[src/rtl/mesc_pkg.sv]
// ----------------------------------------------------------------------------
// mesc_pkg
// Shared types and constants for the multi-turn encoder position scaler.
// ----------------------------------------------------------------------------
package mesc_pkg;

    localparam int POS_W       = 16;
    localparam int TOL_W       = 8;
    localparam int THR_W       = 9;
    localparam int CFG_IDX_W   = 1;
    localparam int DIV_CNT_W   = $clog2(POS_W);
    localparam int RES_BITS_DEF = 10;

    localparam logic [TOL_W-1:0] TOL_RESET = TOL_W'(25);
    localparam logic [THR_W-1:0] THR_RESET = THR_W'(255);

    localparam logic [POS_W-1:0] MIN_UNSET  = 16'hFFFF;
    localparam logic [POS_W-1:0] MAX_UNSET  = 16'h0000;
    localparam logic [POS_W-1:0] FULL_OUT   = 16'hFFFF;
    localparam logic [POS_W-1:0] HELD_RESET = 16'h0001;

    // register map
    localparam logic [CFG_IDX_W-1:0] REG_EDGE_TOL = 1'b0;
    localparam logic [CFG_IDX_W-1:0] REG_WRAP_THR = 1'b1;

    typedef struct packed {
        logic busy;
        logic done;
    } div_status_t;

endpackage

[src/rtl/multiturn_encoder_position_scaler.sv]
// ----------------------------------------------------------------------------
// multiturn_encoder_position_scaler
// Multi-turn unwrap of an absolute encoder with two-button calibration and
// scaling of the calibrated position to 0..65535.
// ----------------------------------------------------------------------------
// Sequence: a request is captured, then unwrapped; until both limits are set
//   the result goes out directly; else it is clamped and then either saturated
//   for an empty span or scaled by the bit-serial divider. One request at a time;
//   the next is taken the cycle after the result enters the output register.
// Reset: async, active low; limits unset, offset 0, held position 1,
//   edge_tolerance 25, wrap_threshold 255. No clearing pass.
module multiturn_encoder_position_scaler #(
    parameter int RESOLUTION_BITS = mesc_pkg::RES_BITS_DEF
) (
    input  logic                           clk,
    input  logic                           rst_n,
    // input requests
    input  logic                           in_valid,
    output logic                           in_stall,
    input  logic [mesc_pkg::POS_W-1:0]     encoder_sample,
    input  logic                           min_button,
    input  logic                           max_button,
    // results
    output logic                           out_valid,
    input  logic                           out_stall,
    output logic [mesc_pkg::POS_W-1:0]     wheel_position,
    output logic                           min_calibrated,
    output logic                           fully_calibrated,
    // configuration
    input  logic                           cfg_valid,
    output logic                           cfg_ready,
    input  logic [mesc_pkg::CFG_IDX_W-1:0] cfg_index,
    input  logic [mesc_pkg::THR_W-1:0]     cfg_data
);
    import mesc_pkg::*;

    localparam logic [POS_W-1:0] FULL_SCALE = POS_W'((32'd1 << RESOLUTION_BITS) - 32'd1);

    typedef enum logic [2:0] {
        S_IDLE,
        S_POS,
        S_PREP,
        S_DIV,
        S_OUT
    } state_t;

    state_t                     state_reg, state_next;
    logic [TOL_W-1:0]           tol_reg, tol_next;
    logic [THR_W-1:0]           thr_reg, thr_next;
    logic [RESOLUTION_BITS-1:0] prev_raw_reg, prev_raw_next;
    logic [RESOLUTION_BITS-1:0] raw_reg, raw_next;
    logic                       minb_reg, minb_next;
    logic                       maxb_reg, maxb_next;
    logic [POS_W-1:0]           offset_reg, offset_next;
    logic [POS_W-1:0]           lmin_reg, lmin_next;
    logic [POS_W-1:0]           lmax_reg, lmax_next;
    logic [POS_W-1:0]           held_reg, held_next;
    logic [POS_W-1:0]           pos_reg, pos_next;
    logic                       out_valid_reg, out_valid_next;
    logic [POS_W-1:0]           wheel_reg, wheel_next;
    logic                       minc_reg, minc_next;
    logic                       fullc_reg, fullc_next;

    logic [POS_W-1:0]  raw_ext, prev_ext, thr_ext, tol_ext;
    logic              overflow, underflow;
    logic [POS_W-1:0]  offset_wrap, pos_new;
    logic [POS_W-1:0]  span, rel;
    logic              lo_hit, hi_hit, inverted;
    logic              min_set;
    logic              div_start;
    logic [POS_W-1:0]  div_hi, div_lo, quotient;
    div_status_t       div_status;

    assign raw_ext  = POS_W'(raw_reg);
    assign prev_ext = POS_W'(prev_raw_reg);
    assign thr_ext  = POS_W'(thr_reg);
    assign tol_ext  = POS_W'(tol_reg);
    assign min_set  = lmin_reg != MIN_UNSET;

    // wrap detection; x > F - T is written as x + T > F to stay unsigned
    assign overflow  = (raw_ext <= thr_ext) && ((prev_ext + thr_ext) > FULL_SCALE);
    assign underflow = ((raw_ext + thr_ext) > FULL_SCALE) && (prev_ext < thr_ext);

    always_comb
    begin
        if (overflow)
            offset_wrap = offset_reg + FULL_SCALE;
        else if (underflow)
            offset_wrap = offset_reg - FULL_SCALE;
        else
            offset_wrap = offset_reg;
    end

    assign pos_new = raw_ext + offset_wrap;

    // clamp and dividend prep: rel * 65535 = {rel - 1, -rel} for rel > 0
    assign span     = lmax_reg - lmin_reg;
    assign lo_hit   = pos_reg <= lmin_reg;
    assign hi_hit   = pos_reg >= lmax_reg;
    assign inverted = lmax_reg <= lmin_reg;

    always_comb
    begin
        if (lo_hit)
            rel = '0;
        else if (hi_hit)
            rel = span;
        else
            rel = pos_reg - lmin_reg;
    end

    assign div_hi    = (rel == '0) ? '0 : rel - 1'b1;
    assign div_lo    = '0 - rel;
    assign div_start = (state_reg == S_PREP) && !inverted;

    mesc_divider u_div (
        .clk         (clk),
        .rst_n       (rst_n),
        .start       (div_start),
        .dividend_hi (div_hi),
        .dividend_lo (div_lo),
        .divisor     (span),
        .quotient    (quotient),
        .status      (div_status)
    );

    always_comb
    begin
        state_next     = state_reg;
        tol_next       = tol_reg;
        thr_next       = thr_reg;
        prev_raw_next  = prev_raw_reg;
        raw_next       = raw_reg;
        minb_next      = minb_reg;
        maxb_next      = maxb_reg;
        offset_next    = offset_reg;
        lmin_next      = lmin_reg;
        lmax_next      = lmax_reg;
        held_next      = held_reg;
        pos_next       = pos_reg;
        out_valid_next = out_valid_reg;
        wheel_next     = wheel_reg;
        minc_next      = minc_reg;
        fullc_next     = fullc_reg;

        if (cfg_valid)
        begin
            unique case (cfg_index)
                REG_EDGE_TOL: tol_next = cfg_data[TOL_W-1:0];
                REG_WRAP_THR: thr_next = cfg_data;
                default:      ;
            endcase
        end

        if (out_valid_reg && !out_stall)
            out_valid_next = 1'b0;

        unique case (state_reg)
            S_IDLE:
            begin
                if (in_valid)
                begin
                    raw_next   = encoder_sample[RESOLUTION_BITS-1:0];
                    minb_next  = min_button;
                    maxb_next  = max_button;
                    state_next = S_POS;
                end
            end
            S_POS:
            begin
                prev_raw_next = raw_reg;
                if (!min_set)
                begin
                    if (minb_reg)
                    begin
                        lmin_next   = raw_ext + tol_ext;
                        offset_next = '0;
                    end
                    state_next = S_OUT;
                end
                else
                begin
                    offset_next = offset_wrap;
                    held_next   = pos_new;
                    pos_next    = pos_new;
                    if (lmax_reg == MAX_UNSET)
                    begin
                        if (maxb_reg)
                            lmax_next = pos_new - tol_ext;
                        state_next = S_OUT;
                    end
                    else
                        state_next = S_PREP;
                end
            end
            S_PREP:
            begin
                if (inverted)
                begin
                    held_next  = lo_hit ? '0 : FULL_OUT;
                    state_next = S_OUT;
                end
                else
                    state_next = S_DIV;
            end
            S_DIV:
            begin
                if (div_status.done)
                begin
                    held_next  = quotient;
                    state_next = S_OUT;
                end
            end
            S_OUT:
            begin
                if (!out_valid_reg || !out_stall)
                begin
                    out_valid_next = 1'b1;
                    wheel_next     = held_reg;
                    minc_next      = min_set;
                    fullc_next     = min_set && (lmax_reg != MAX_UNSET);
                    state_next     = S_IDLE;
                end
            end
            default: state_next = S_IDLE;
        endcase
    end

    always_ff @(posedge clk or negedge rst_n)
    begin
        if (!rst_n)
        begin
            state_reg     <= S_IDLE;
            tol_reg       <= TOL_RESET;
            thr_reg       <= THR_RESET;
            prev_raw_reg  <= '0;
            offset_reg    <= '0;
            lmin_reg      <= MIN_UNSET;
            lmax_reg      <= MAX_UNSET;
            held_reg      <= HELD_RESET;
            out_valid_reg <= 1'b0;
            wheel_reg     <= '0;
            minc_reg      <= 1'b0;
            fullc_reg     <= 1'b0;
        end
        else
        begin
            state_reg     <= state_next;
            tol_reg       <= tol_next;
            thr_reg       <= thr_next;
            prev_raw_reg  <= prev_raw_next;
            offset_reg    <= offset_next;
            lmin_reg      <= lmin_next;
            lmax_reg      <= lmax_next;
            held_reg      <= held_next;
            out_valid_reg <= out_valid_next;
            wheel_reg     <= wheel_next;
            minc_reg      <= minc_next;
            fullc_reg     <= fullc_next;
        end
    end

    always_ff @(posedge clk)
    begin
        raw_reg   <= raw_next;
        minb_reg  <= minb_next;
        maxb_reg  <= maxb_next;
        pos_reg   <= pos_next;
    end

    assign in_stall         = state_reg != S_IDLE;
    assign cfg_ready        = 1'b1;
    assign out_valid        = out_valid_reg;
    assign wheel_position   = wheel_reg;
    assign min_calibrated   = minc_reg;
    assign fully_calibrated = fullc_reg;

    // once captured, the minimum never goes back to unset
    assert property (@(posedge clk) disable iff (!rst_n)
        $past(lmin_reg) != MIN_UNSET |-> lmin_reg != MIN_UNSET)
        else $error("minimum limit lost after capture");

    // divider only runs while the sequencer waits on it
    assert property (@(posedge clk) disable iff (!rst_n)
        div_status.busy |-> state_reg == S_DIV)
        else $error("divider busy outside divide state");

    // an accepted request always starts the position step
    assert property (@(posedge clk) disable iff (!rst_n)
        in_valid && !in_stall |=> state_reg == S_POS)
        else $error("accepted request did not start");

    // a full calibration flag implies the minimum flag on every result
    assert property (@(posedge clk) disable iff (!rst_n)
        out_valid && fully_calibrated |-> min_calibrated)
        else $error("fully calibrated without minimum");

endmodule

[src/rtl/mesc_divider.sv]
// ----------------------------------------------------------------------------
// mesc_divider
// Bit-serial restoring divider: 32-bit dividend by 16-bit divisor, one
// quotient bit per cycle. Caller guarantees the quotient fits in 16 bits.
// ----------------------------------------------------------------------------
module mesc_divider (
    input  logic                       clk,
    input  logic                       rst_n,
    input  logic                       start,
    input  logic [mesc_pkg::POS_W-1:0] dividend_hi,
    input  logic [mesc_pkg::POS_W-1:0] dividend_lo,
    input  logic [mesc_pkg::POS_W-1:0] divisor,
    output logic [mesc_pkg::POS_W-1:0] quotient,
    output mesc_pkg::div_status_t      status
);
    import mesc_pkg::*;

    logic [POS_W-1:0]     rem_reg, rem_next;
    logic [POS_W-1:0]     quo_reg, quo_next;
    logic [POS_W-1:0]     dvs_reg, dvs_next;
    logic [DIV_CNT_W-1:0] cnt_reg, cnt_next;
    logic                 busy_reg, busy_next;
    logic                 done_reg, done_next;

    logic [POS_W:0]       shifted;
    logic                 fits;

    // partial remainder stays below the divisor, so 17 bits cover the shift
    assign shifted = {rem_reg, quo_reg[POS_W-1]};
    assign fits    = shifted >= {1'b0, dvs_reg};

    always_comb
    begin
        rem_next  = rem_reg;
        quo_next  = quo_reg;
        dvs_next  = dvs_reg;
        cnt_next  = cnt_reg;
        busy_next = busy_reg;
        done_next = 1'b0;
        if (start)
        begin
            rem_next  = dividend_hi;
            quo_next  = dividend_lo;
            dvs_next  = divisor;
            cnt_next  = '0;
            busy_next = 1'b1;
        end
        else if (busy_reg)
        begin
            rem_next = fits ? POS_W'(shifted - {1'b0, dvs_reg}) : shifted[POS_W-1:0];
            quo_next = {quo_reg[POS_W-2:0], fits};
            cnt_next = cnt_reg + 1'b1;
            if (cnt_reg == DIV_CNT_W'(POS_W - 1))
            begin
                busy_next = 1'b0;
                done_next = 1'b1;
            end
        end
    end

    always_ff @(posedge clk or negedge rst_n)
    begin
        if (!rst_n)
        begin
            cnt_reg  <= '0;
            busy_reg <= 1'b0;
            done_reg <= 1'b0;
        end
        else
        begin
            cnt_reg  <= cnt_next;
            busy_reg <= busy_next;
            done_reg <= done_next;
        end
    end

    always_ff @(posedge clk)
    begin
        rem_reg <= rem_next;
        quo_reg <= quo_next;
        dvs_reg <= dvs_next;
    end

    assign quotient    = quo_reg;
    assign status.busy = busy_reg;
    assign status.done = done_reg;

endmodule

[config.mk]
export PLATFORM = sky130hd
export DESIGN_NAME = multiturn_encoder_position_scaler
export DESIGN_NICKNAME = d
export VERILOG_FILES = /design/src/rtl/mesc_pkg.sv /design/src/rtl/multiturn_encoder_position_scaler.sv /design/src/rtl/mesc_divider.sv
export SDC_FILE = /design/constraint.sdc
export NUM_CORES = 1
export LEC_CHECK = 0
export ABC_AREA = 1
export BUFFER_PORTS_ARGS = -buffer_cell sky130_fd_sc_hd__buf_4
export CORE_ASPECT_RATIO = 0.7
export CORE_MARGIN = 1.5
export CORE_UTILIZATION = 45
export CTS_BUF_LIST = sky130_fd_sc_hd__clkbuf_4
export CTS_CLUSTER_SIZE = 30
export DETAILED_ROUTE_END_ITERATION = 8
export HOLD_SLACK_MARGIN = 0.05
export PLACE_DENSITY = 0.62
export REMOVE_ABC_BUFFERS = 1
export SLEW_MARGIN = 25
export SYNTH_ARGS = -nofsm -noshare
export SYNTH_HDL_FRONTEND = slang
export SYNTH_SLANG_ARGS = --single-unit
[constraint.sdc]
create_clock -name clk -period 5.02 [get_ports clk]
set_input_delay 0.502 -clock clk [delete_from_list [all_inputs] [get_ports clk]]
set_output_delay 0.502 -clock clk [all_outputs]
set_load 0.05 [all_outputs]
# Word-level counts from Yosys, hierarchy flattened

Cells that the tools add are included.
Widths: inputs -> output; s select.

Add/subtract/negate cells: 13
Order comparisons: 8
Equal/unequal tests: 11
Multiplexer cells: 35
Bitwise operators: 2
Reduce and logical (&&, ||, !) cells: 27

Operator list:

| operator               | number |
|---|---|
| $mux 16                | 16 |
| $pmux 16 s3            | 1 |
| $sub 16x16->16         | 3 |
| $le 16x16->1           | 2 |
| $logic_not 16->1       | 2 |
| $add 10x9->11          | 2 |
| $gt 11x10->1 const B   | 2 |
| $mux 3                 | 6 |
| $ge 17x16->1           | 1 |
| $add 10x16->16         | 1 |
| $add 16x10->16 const B | 1 |
| $ge 16x16->1           | 1 |
| $ne 16x16->1 const B   | 1 |
| $reduce_bool 16->1     | 1 |
| $sub 1x16->16 const A  | 1 |
| $sub 16x1->16 const B  | 1 |
| $sub 16x10->16 const B | 1 |
| $sub 16x8->16          | 1 |
| $pmux 3 s5             | 1 |
| $reduce_and 2->1       | 6 |
| $add 10x8->11          | 1 |
| $le 10x9->1            | 1 |
| $lt 10x9->1            | 1 |
| $mux 1                 | 9 |
| 17 further kinds       | 33 |

Register bits after elaboration: 195
Bits of input ports: 33
Output and inout port bits: 21
Logic and storage cells: 118

# Depth between registers and ports, before layout

Gate-level depths: netlist (run 1).

Word-level depth: 8
Mapped depth: 37
Depth with buffers taken out: 35

# Modules after synthesis

From an unflattened synthesis (run 1), not the netlist that was laid out.

Cells, all modules: 1997
Area, all modules: 14849.2 µm²

By module, submodules not included:

| module                            | instances | cells each | area each (µm²) | sequential area each (µm²) |
|---|---|---|---|---|
| multiturn_encoder_position_scaler | 1         | 1547       | 11322.1         | 3598.5 |
| mesc_divider                      | 1         | 450        | 3527.1          | 1591.5 |

# Least setup slack after synthesis (run 1)

No wires, ideal clock.

Path type: register to register
Start: register thr_reg[5]
End: register lmax_reg[14]
Library setup time: 77 ps
Arrival: 4575 ps
Data required time: 4943 ps
Path slack: 367 ps
Stages on the path, launching flop included: 30
Buffers on the path: 2
Period minus slack after synthesis: 4653 ps
Cells stage by stage: dfstp_2 inv_1 ha_1 or2_0 o21ai_0 nand2_1 nand3_1 nand2_4 buf_6 buf_2 nand2_1 inv_1 a221oi_2 inv_1 fa_1 inv_1 fa_1 a21oi_1 o21bai_1 nand2_1 nand2_1 a21oi_1 o21ai_0 nor2_1 nand2_1 nor2_1 nand2_2 o21ai_2 o21ai_1 a21oi_1

Longest elaborated chain between the ends: 7
Elaborated cells between the ends (all ways): 12
Classes of those cells: add/sub (4); order compare (4); mux (2); reduce/logical (2)

RTL lines:

| item                     | line                                     | RTL |
|---|---|---|
| start: declaration       | multiturn_encoder_position_scaler.sv:49  | `logic [THR_W-1:0] thr_reg, thr_next;` |
| start signal: assignment | multiturn_encoder_position_scaler.sv:250 | `thr_reg <= thr_next;` |
| $add 10x9->11            | multiturn_encoder_position_scaler.sv:82  | `assign underflow = ((raw_ext + thr_ext) > FULL_SCALE) && (prev_ext < thr_ext);` |
| $gt 11x10->1             | multiturn_encoder_position_scaler.sv:82  |  |
| $logic_and 1x1->1        | multiturn_encoder_position_scaler.sv:82  |  |
| $mux 16                  | multiturn_encoder_position_scaler.sv:88  | `else if (underflow)` |
| $mux 16 *                | multiturn_encoder_position_scaler.sv:86  | `if (overflow)` |
| $add 10x16->16 *         | multiturn_encoder_position_scaler.sv:94  | `assign pos_new = raw_ext + offset_wrap;` |
| via pos_new[1]           | multiturn_encoder_position_scaler.sv:66  | `logic [POS_W-1:0] offset_wrap, pos_new;` |
| $sub 16x8->16 *          | multiturn_encoder_position_scaler.sv:189 | `lmax_next = pos_new - tol_ext;` |
| end signal: assignment   | multiturn_encoder_position_scaler.sv:254 | `lmax_reg <= lmax_next;` |
| end: declaration         | multiturn_encoder_position_scaler.sv:56  | `logic [POS_W-1:0] lmax_reg, lmax_next;` |

The timed path passes the listed nets; every way through them passes the cells marked *.
A chain may end at the register's enable or synchronous reset.

# Final worst setup path (run 1)

Start: register thr_reg[7]
End: register lmax_reg[14]

Same word-level chain as after synthesis.

==> results of run 1 <==
## critical path, delay by kind of cell (launching register included)
family,cells,cell delay [ns]
compound gates,7,0.87
xor+xnor,1,0.15
fa+ha+maj,4,1.34
flops,1,0.61
simple gates,13,1.22
buf+inv,5,0.47
## metal layers
layer / track usage / part of all wire / up-vias
li1: - / - / 6316
met1: 0.416 / 0.53 / 6043
met2: 0.339 / 0.38 / 363
met3: 0.0581 / 0.081 / 26
met4: 0.0476 / 0.0084 / 0
met5: 0 / 0 / -
## path summary, 6_finish.rpt
kind / endpoint / cells past startpoint
hold / removal: thr_reg[6]$_DFFE_PN1P_ / 3
setup / recovery: lmax_reg[14]$_DFFE_PN0P_ / 30
min in group asynchronous: offset_reg[7]$_DFFE_PN0P_ / 2
setup reg to reg: lmax_reg[14]$_DFFE_PN0P_ / 30
max in group asynchronous: prev_raw_reg[9]$_DFFE_PN0P_ / 3
hold reg to reg: wheel_position[14]$_DFFE_PN0P_ / 2
## layout by cell type (no fill, tap or decap), types with 5 or more instances in the layout
master | Yosys | layout
nand2_1 | 496 | 495
nand3b_1 | 8 | 8
a21oi_1 | 108 | 101
inv_1 | 271 | 264
nand3_4 | 3 | 5
a32oi_1 | 14 | 14
o211ai_1 | 9 | 9
inv_2 | 14 | 20
nor3_1 | 18 | 16
nor2_2 | 11 | 14
o21ai_1 | 13 | 15
o21a_1 | 8 | 8
o21ai_0 | 103 | 100
ha_1 | 128 | 119
o22ai_1 | 15 | 14
a21o_1 | 5 | 5
xor2_1 | 47 | 45
dlygate4sd3_1 | 0 | 20
inv_8 | 0 | 6
o21bai_1 | 10 | 9
or2_2 | 6 | 6
nand4_1 | 19 | 19
nand3_1 | 110 | 108
fa_1 | 8 | 6
a31oi_1 | 5 | 5
o21ai_2 | 4 | 5
buf_4 | 2 | 102
nand2_4 | 4 | 5
nor4_1 | 5 | 5
nor2_1 | 115 | 111
dfrtp_1 | 91 | 91
o211ai_2 | 5 | 5
dfstp_2 | 24 | 24
ha_4 | 0 | 8
edfxtp_1 | 76 | 76
xnor2_1 | 13 | 12
clkbuf_4 | 0 | 18
nand2_2 | 19 | 19
a21oi_2 | 4 | 11
## area by class of cell
class,instances,share of cell area
flip-flops and latches,191,0.321
clock inverters,14,0.0104
inverters,286,0.0665
repair buffers,122,0.0597
diodes,2,0.000309
multi-input cells,1347,0.501
clock buffers,18,0.00835
well taps,420,0.0325
## cell families after synthesis
family | share of synthesized area
AOI/OAI and AO/OA | 0.130
xor gates and xnor gates | 0.0379
adders and majority gates | 0.123
buffers and inverters | 0.0881
DFF | 0.363
other | 0.000262
and+or+nand+nor | 0.257
## metrics by stage
step | setup WS [ns] | instances | area [sq um] | utilization | TNS [ns]
final | 0.301 | 2400 | 16200 | 0.518 | 0
after global routing | -0.0420 | 2400 | 16200 | 0.518 | -0.0823
after CTS | 0.0412 | 2385 | 15800 | 0.507 | 0
after detailed placement | -0.0418 | 2333 | 15300 | 0.491 | -0.0606
after global placement | 0.0754 | 2333 | 15300 | 0.491 | 0
after floorplan | 0.561 | 1824 | 14100 | - | 0
## what timing repair did
item / CTS / global route
buffers inserted: 0 / 13
hold endpoints to repair: 88 / 0
hold buffers: 20 / 0
pin swaps: 0 / 14
endpoints found under the setup margin: 3 / 9
gates resized for setup: 1 / 51
==> flow_metrics.env, run 1 <==
export IMPL_drc_errors=0
export IMPL_gp_congestion=0.899
export IMPL_regArea_sq_um=5190
export IMPL_grt_total_usage=0.256
export IMPL_fp_row_count=54
export IMPL_die_area_sq_um=32900
export IMPL_endpoint_kind="flop"
export IMPL_slew_violations=0
export IMPL_cts_max_level=4
export IMPL_dr_pass1_iters=6
export IMPL_critPathMaxFanout=5
export IMPL_cpPeakStageDelay_ns=0.61
export IMPL_post_synth_top_count_cell="nand2_1"
export IMPL_grt_max_degree=68
export IMPL_cp_startpoint="thr_reg[7]$_DFFE_PN1P_"
export IMPL_vias_per_cell=5.31
export IMPL_insertion_delay_ns=0.66
export IMPL_clkTransAtPathRegs_ns=0.17
export IMPL_die_h_um=152
export IMPL_drive_above_1_share=0.146
export IMPL_ys_top_cells_by_count="nand2_1 (496), inv_1 (271), ha_1 (128), nor2_1 (115), nand3_1 (110)"
export IMPL_r2r_setup_slack_ns=0.30
export IMPL_cts_tree="done"
export IMPL_postRouteAntennaNets=0
export IMPL_numPortBuffers=46
export IMPL_synth_edff_count=76
export IMPL_ys_seq_area_frac=0.363
export IMPL_r2r_start="thr_reg[7]$_DFFE_PN1P_"
export IMPL_synth_distinct_cells=63
export IMPL_clock_sinks=191
export IMPL_wl_um=41700
export IMPL_area_delta_synth_final_pct=13.1
export IMPL_crit_slowest_cell="dfstp_2"
export IMPL_crit_type="flop to flop"
export IMPL_fin_nets=2134
export IMPL_ioPinCount=54
export IMPL_hold_viol=0
export IMPL_yosysWarnings=0
export IMPL_required_ns=5.61
export IMPL_fmax_ghz=0.212
export IMPL_relSlewSlack=0.373
export IMPL_maxCapViolCount=0
export IMPL_synth_top_cell_area_share=0.160
export IMPL_synth_avg_cell_area_sq_um=7.70
export IMPL_startpoint_type="flop"
export IMPL_synthTopCellsByArea="edfxtp_1 (16%), dfrtp_1 (16%), nand2_1 (13%), ha_1 (11%), inv_1 (7.1%)"
export IMPL_ys_ff_latch=191
export IMPL_multi_input_area_sq_um=8110
export IMPL_grt_pass1_wl_um=65200
export IMPL_drtIter0Drc=991
export IMPL_synth_ff_type="dfrtp_1"
export IMPL_setup_viol=0
export IMPL_cpMostUsedCell="nand2_1"
export IMPL_die_w_um=216
export IMPL_root_buffer="clkbuf_4"
export IMPL_place_hpwl_um=32800
export IMPL_yosysTopAreaCell="edfxtp_1"
export IMPL_antenna_found_initial=1
export IMPL_wl_per_cell_um=17.4
export IMPL_coreArea_sq_um=31200
export IMPL_clock_skew_ns=0.0198
export IMPL_tightestPinTransition_ns=0.939
export IMPL_cts_path_max_buffers=2
export IMPL_hold_slack_ns=0.102
export IMPL_worstPathArrival_ns=5.31
export IMPL_vias=12748
export IMPL_min_from="cfg_data[6]"
export IMPL_hp_class="primary input to flop"
export IMPL_start_util=0.458
export IMPL_syn_area_sq_um=14300
export IMPL_nFillCells=3054
export IMPL_synthArstFlopShare=0.602
export IMPL_numCtsBuffers=17
export IMPL_layout_min_cycle_time_ns=4.72
export IMPL_post_route_period_util=0.940
export IMPL_gr_total_overflow=0
export IMPL_outcome="completed"
export IMPL_grt_pass1_vias=11808
export IMPL_syn_inst=1859
Power of run 1 is not shown: default switching activity piles up to over one toggle a cycle in this logic, so the estimate is an artifact.
==> run 2: changes to the inputs <==
--- a/config.mk
+++ b/config.mk
@@ -10,11 +10,11 @@
 export CORE_ASPECT_RATIO = 0.7
 export CORE_MARGIN = 1.5
 export CORE_UTILIZATION = 45
-export CTS_BUF_LIST = sky130_fd_sc_hd__clkbuf_4
+export CTS_BUF_LIST = sky130_fd_sc_hd__clkbuf_4 sky130_fd_sc_hd__clkbuf_8
 export CTS_CLUSTER_SIZE = 30
 export DETAILED_ROUTE_END_ITERATION = 8
 export HOLD_SLACK_MARGIN = 0.05
-export PLACE_DENSITY = 0.62
+export PLACE_DENSITY = 0.6
 export REMOVE_ABC_BUFFERS = 1
 export SLEW_MARGIN = 25
 export SYNTH_ARGS = -nofsm -noshare
==> constraint.sdc (replaced) <==
create_clock -name clk -period 5.7 [get_ports clk]
set_input_delay 0.57 -clock clk [delete_from_list [all_inputs] [get_ports clk]]
set_output_delay 0.57 -clock clk [all_outputs]
set_load 0.05 [all_outputs]
==> flow_metrics.env, run 2 (same netlist as run 1, synthesis figures left out) <==
export IMPL_nFillCells=3066
export IMPL_cts_tree="done"
export IMPL_drtIter0Drc=1256
export IMPL_startpoint_type="flop"
export IMPL_antenna_found_initial=0
export IMPL_regArea_sq_um=5190
export IMPL_clkTransAtPathRegs_ns=0.11
export IMPL_wl_per_cell_um=17.8
export IMPL_layout_commonest_cell="nand2_1"
export IMPL_multi_input_area_sq_um=7900
export IMPL_cts_max_level=4
export IMPL_critPathMaxFanout=23
export IMPL_die_area_sq_um=32900
export IMPL_wl_um=41600
export IMPL_grt_max_degree=62
export IMPL_utilization=0.499
export IMPL_vias_per_cell=5.36
export IMPL_r2r_setup_slack_ns=0.40
export IMPL_outcome="completed"
export IMPL_rsz0062_at_grt="false"
export IMPL_place_hpwl_um=33000
export IMPL_relSlewSlack=0.357
export IMPL_fin_nets=2073
export IMPL_maxCapViolCount=0
export IMPL_vias=12521
export IMPL_hp_class="primary input to asynchronous set/reset pin"
export IMPL_die_w_um=216
export IMPL_setup_viol=0
export IMPL_final_cell_mix="nand2_1 (496), inv_1 (271), ha_1 (128)"
export IMPL_drive_above_1_share=0.109
export IMPL_ioPinCount=54
export IMPL_insertion_delay_ns=0.54
export IMPL_post_route_period_util=0.930
export IMPL_gp_congestion=0.930
export IMPL_tightestPinTransition_ns=0.962
export IMPL_die_h_um=152
export IMPL_hold_viol=0
export IMPL_cts_hold_buf=0
export IMPL_stdcell_count=2337
export IMPL_fp_row_count=54
export IMPL_dr_pass1_iters=5
export IMPL_gr_total_overflow=0
export IMPL_numPlacedInstances=2305
export IMPL_grt_pass1_wl_um=65700
export IMPL_post_cts_setup_buffers=0
export IMPL_numCtsBuffers=17
export IMPL_worstPathArrival_ns=5.76
export IMPL_root_buffer="clkbuf_8"
export IMPL_slew_violations=0
export IMPL_layout_min_cycle_time_ns=5.30
export IMPL_numPortBuffers=46
export IMPL_required_ns=6.16
export IMPL_drc_errors=0
export IMPL_clock_sinks=191
export IMPL_coreArea_sq_um=31200
export IMPL_clock_skew_ns=0.0214
export IMPL_postRouteAntennaNets=0
export IMPL_tns_ns=0
export IMPL_endpoint_kind="flop"
export IMPL_grt_total_usage=0.259
export IMPL_n_antenna_cell=0
export IMPL_fmax_ghz=0.189
export IMPL_area_delta_synth_final_pct=8.80
export IMPL_grt_pass1_vias=11678
export IMPL_cts_path_max_buffers=2
export IMPL_crit_type="flop to flop"
export IMPL_start_util=0.458
-- run 2: cell types whose count changed in the layout (fill, tap and decap cells not counted), sizes merged --
cell         change
buf             -41
dlygate4sd3     -20
clkinv           +3
diode            -2
bufinv           -1
clkbuf           -1
clkinvlp         -1
-- run 2: worst paths after layout --
check / from / end / cells past startpoint
setup / recovery: thr_reg[7]$_DFFE_PN1P_ / lmax_reg[14]$_DFFE_PN0P_ / 27
hold / removal: rst_n / offset_reg[2]$_DFFE_PN0P_ / 1
setup reg to reg: thr_reg[7]$_DFFE_PN1P_ / lmax_reg[14]$_DFFE_PN0P_ / 27
hold reg to reg: wheel_position[14]$_DFFE_PN0P_ / wheel_position[14]$_DFFE_PN0P_ / 2
max in group asynchronous: rst_n / wheel_position[5]$_DFFE_PN0P_ / 2
min in group clk: encoder_sample[4] / raw_reg[4]$_DFFE_PP_ / 1
-- run 2: area by class of cell --
cell class | instances | area share
inverters | 286 | 0.0691
well taps | 420 | 0.0338
clock buffers | 17 | 0.0150
clock inverters | 15 | 0.0118
flip-flops and latches | 191 | 0.333
repair buffers | 61 | 0.0294
multi-input cells | 1347 | 0.507
-- run 2: through the flow --
step	instance area [sq um]	worst slack, ns	hold slack [ns]
2_1_floorplan	14100	1.24	0.274
3_3_place_gp	15100	0.392	0.462
3_5_place_dp	15100	0.356	0.467
4_1_cts	15500	0.309	0.0817
5_1_grt	15600	0.00316	0.114
6_report	15600	0.401	0.0764
-- run 2: layer usage --
metal,global-route usage,vias to the layer above,wire length (um)
li1,-,6189,-
met1,0.421,5973,22400
met2,0.339,331,15700
met3,0.0627,28,3070
met4,0.0509,0,388
met5,0,-,0
-- run 2: worst max-delay path: stages, from the launching register on --
cell and delay (ns):
dfstp_2 0.58, inv_1 0.09, ha_1 0.35, nor3_1 0.34
nand3_1 0.19, nand3_4 0.20, nand2_8 0.15, o22ai_1 0.25
xor2_2 0.28, inv_1 0.10, ha_1 0.36, a21oi_1 0.19
nand2_1 0.09, nand2_1 0.09, nand2_1 0.05, a21oi_1 0.15
xor2_1 0.19, inv_1 0.10, ha_1 0.32, a21oi_1 0.26
o21ai_1 0.14, nor2_1 0.10, nand2_1 0.10, nor2_1 0.12
nand2_2 0.08, o21ai_2 0.14, o21ai_1 0.08, a21oi_1 0.12
-- run 2: timing repair --
item	CTS	global route
gates resized for setup	0	8
endpoints found under the setup margin	0	6
hold endpoints to repair	0	0
Power of run 2 is left out for the same reason.
==> run 3: changes to the inputs <==
--- a/config.mk
+++ b/config.mk
@@ -14,7 +14,7 @@
 export CTS_CLUSTER_SIZE = 30
 export DETAILED_ROUTE_END_ITERATION = 8
 export HOLD_SLACK_MARGIN = 0.05
-export PLACE_DENSITY = 0.6
+export PLACE_DENSITY = 0.62
 export REMOVE_ABC_BUFFERS = 1
 export SLEW_MARGIN = 25
 export SYNTH_ARGS = -nofsm -noshare
==> constraint.sdc (replaced) <==
create_clock -name clk -period 4.8 [get_ports clk]
set_input_delay 0.48 -clock clk [delete_from_list [all_inputs] [get_ports clk]]
set_output_delay 0.48 -clock clk [all_outputs]
set_load 0.05 [all_outputs]
==> flow_metrics.env, run 3 (same netlist as run 1, synthesis figures left out) <==
export IMPL_outcome="completed"
export IMPL_area_delta_synth_final_pct=15.5
export IMPL_fp_row_count=54
export IMPL_insertion_delay_ns=0.53
export IMPL_clkTransAtPathRegs_ns=0.13
export IMPL_crit_type="flop to flop"
export IMPL_wl_met3_um=4110
export IMPL_dr_pass1_iters=7
export IMPL_antenna_found_initial=0
export IMPL_coreArea_sq_um=31200
export IMPL_grt_pass1_wl_um=66600
export IMPL_clock_skew_ns=0.0196
export IMPL_critPathTopFamily="simple AND/OR/NAND/NOR gates"
export IMPL_setup_slack_ns=0.181
export IMPL_worstPathArrival_ns=5.06
export IMPL_start_util=0.458
export IMPL_cts_path_max_buffers=2
export IMPL_wl_per_cell_um=17.4
export IMPL_preCtsSetupSlack_ns=-0.0372
export IMPL_ioPinCount=54
export IMPL_path_buf_inv=5
export IMPL_crit_slowest_cell="dfstp_2"
export IMPL_final_cell_mix="nand2_1 (488), inv_1 (261), buf_4 (133)"
export IMPL_fin_nets=2150
export IMPL_startpoint_type="flop"
export IMPL_numPortBuffers=46
export IMPL_critPathMaxFanout=5
export IMPL_n_antenna_cell=0
export IMPL_postRouteAntennaNets=0
export IMPL_vias_per_cell=5.30
export IMPL_hold_viol=0
export IMPL_root_buffer="clkbuf_8"
export IMPL_hp_class="primary input to flop"
export IMPL_gp_congestion=0.913
export IMPL_fmax_ghz=0.217
export IMPL_drt_met1_wl_um=21600
export IMPL_required_ns=5.24
export IMPL_vias=12801
export IMPL_dr_max_layer_used="met4"
export IMPL_rsz0062_at_grt="true"
export IMPL_wl_met2_um=15900
export IMPL_drtIter0Drc=1098
export IMPL_grt_pass1_vias=12013
export IMPL_place_hpwl_um=33100
export IMPL_multi_input_area_sq_um=8260
export IMPL_layout_min_cycle_time_ns=4.62
export IMPL_grt_max_degree=54
export IMPL_drc_errors=0
export IMPL_maxCapViolCount=0
export IMPL_clock_sinks=191
export IMPL_cts_tree="done"
export IMPL_layout_commonest_cell="nand2_1"
export IMPL_wl_um=42000
export IMPL_cts_max_level=4
export IMPL_tightestPinTransition_ns=0.938
export IMPL_relSlewSlack=0.373
export IMPL_drive_above_1_share=0.175
export IMPL_cpPeakStageDelay_ns=0.56
export IMPL_numCtsBuffers=17
export IMPL_nFillCells=3015
export IMPL_die_area_sq_um=32900
export IMPL_slew_violations=0
export IMPL_setup_viol=0
export IMPL_post_route_period_util=0.962
export IMPL_cpMostUsedCell="inv_2"
export IMPL_grt_total_usage=0.261
export IMPL_die_w_um=216
export IMPL_die_h_um=152
export IMPL_gr_total_overflow=0
export IMPL_regArea_sq_um=5190
export IMPL_endpoint_kind="flop"
-- run 3: path summary, 6_finish.rpt --
kind                                           startpoint                             end  slack (ns)  depth (start not counted)
min in group asynchronous                           rst_n      offset_reg[13]$_DFFE_PN0P_        0.54                          2
setup reg to reg                   thr_reg[5]$_DFFE_PN1P_        lmax_reg[14]$_DFFE_PN0P_        0.18                         28
hold reg to reg            wheel_position[15]$_DFFE_PN0P_  wheel_position[15]$_DFFE_PN0P_        0.49                          2
max in group asynchronous                           rst_n         held_reg[0]$_DFFE_PN1P_        3.23                          3
hold / removal                          encoder_sample[1]            raw_reg[1]$_DFFE_PP_        0.12                          1
setup / recovery                   thr_reg[5]$_DFFE_PN1P_        lmax_reg[14]$_DFFE_PN0P_        0.18                         28
-- run 3: timing repair --
item / in CTS / in global routing
pin swaps: 2 / 46
endpoints found under the setup margin: 5 / 10
resized for setup: 4 / 85
hold endpoints to repair: 42 / 0
setup buffers: 2 / 16
hold buffers: 1 / 0
-- run 3: cell type report --
class                   instances  area share
clock buffers                  17      0.0142
clock inverters                15      0.0114
inverters                     286      0.0652
multi-input cells            1347       0.500
flip-flops and latches        191       0.314
well taps                     420      0.0318
repair buffers                138      0.0637
-- run 3: per-layer routing --
layer,vias up,track usage
li1,6334,-
met1,6035,0.416
met2,391,0.338
met3,41,0.0816
met4,0,0.0519
met5,-,0
-- run 3: per-stage QoR --
step	cell area (sq um)	hold slack [ns]	instances	TNS [ns]	util
2_1_floorplan	14100	0.184	1824	0	-
3_3_place_gp	15500	0.460	2363	0	0.498
3_5_place_dp	15500	0.464	2363	-0.0636	0.498
4_1_cts	16000	0.0754	2398	0	0.513
5_1_grt	16500	0.0814	2414	-0.501	0.530
6_report	16500	0.116	2414	0	0.530
Power of run 3 is left out for the same reason.
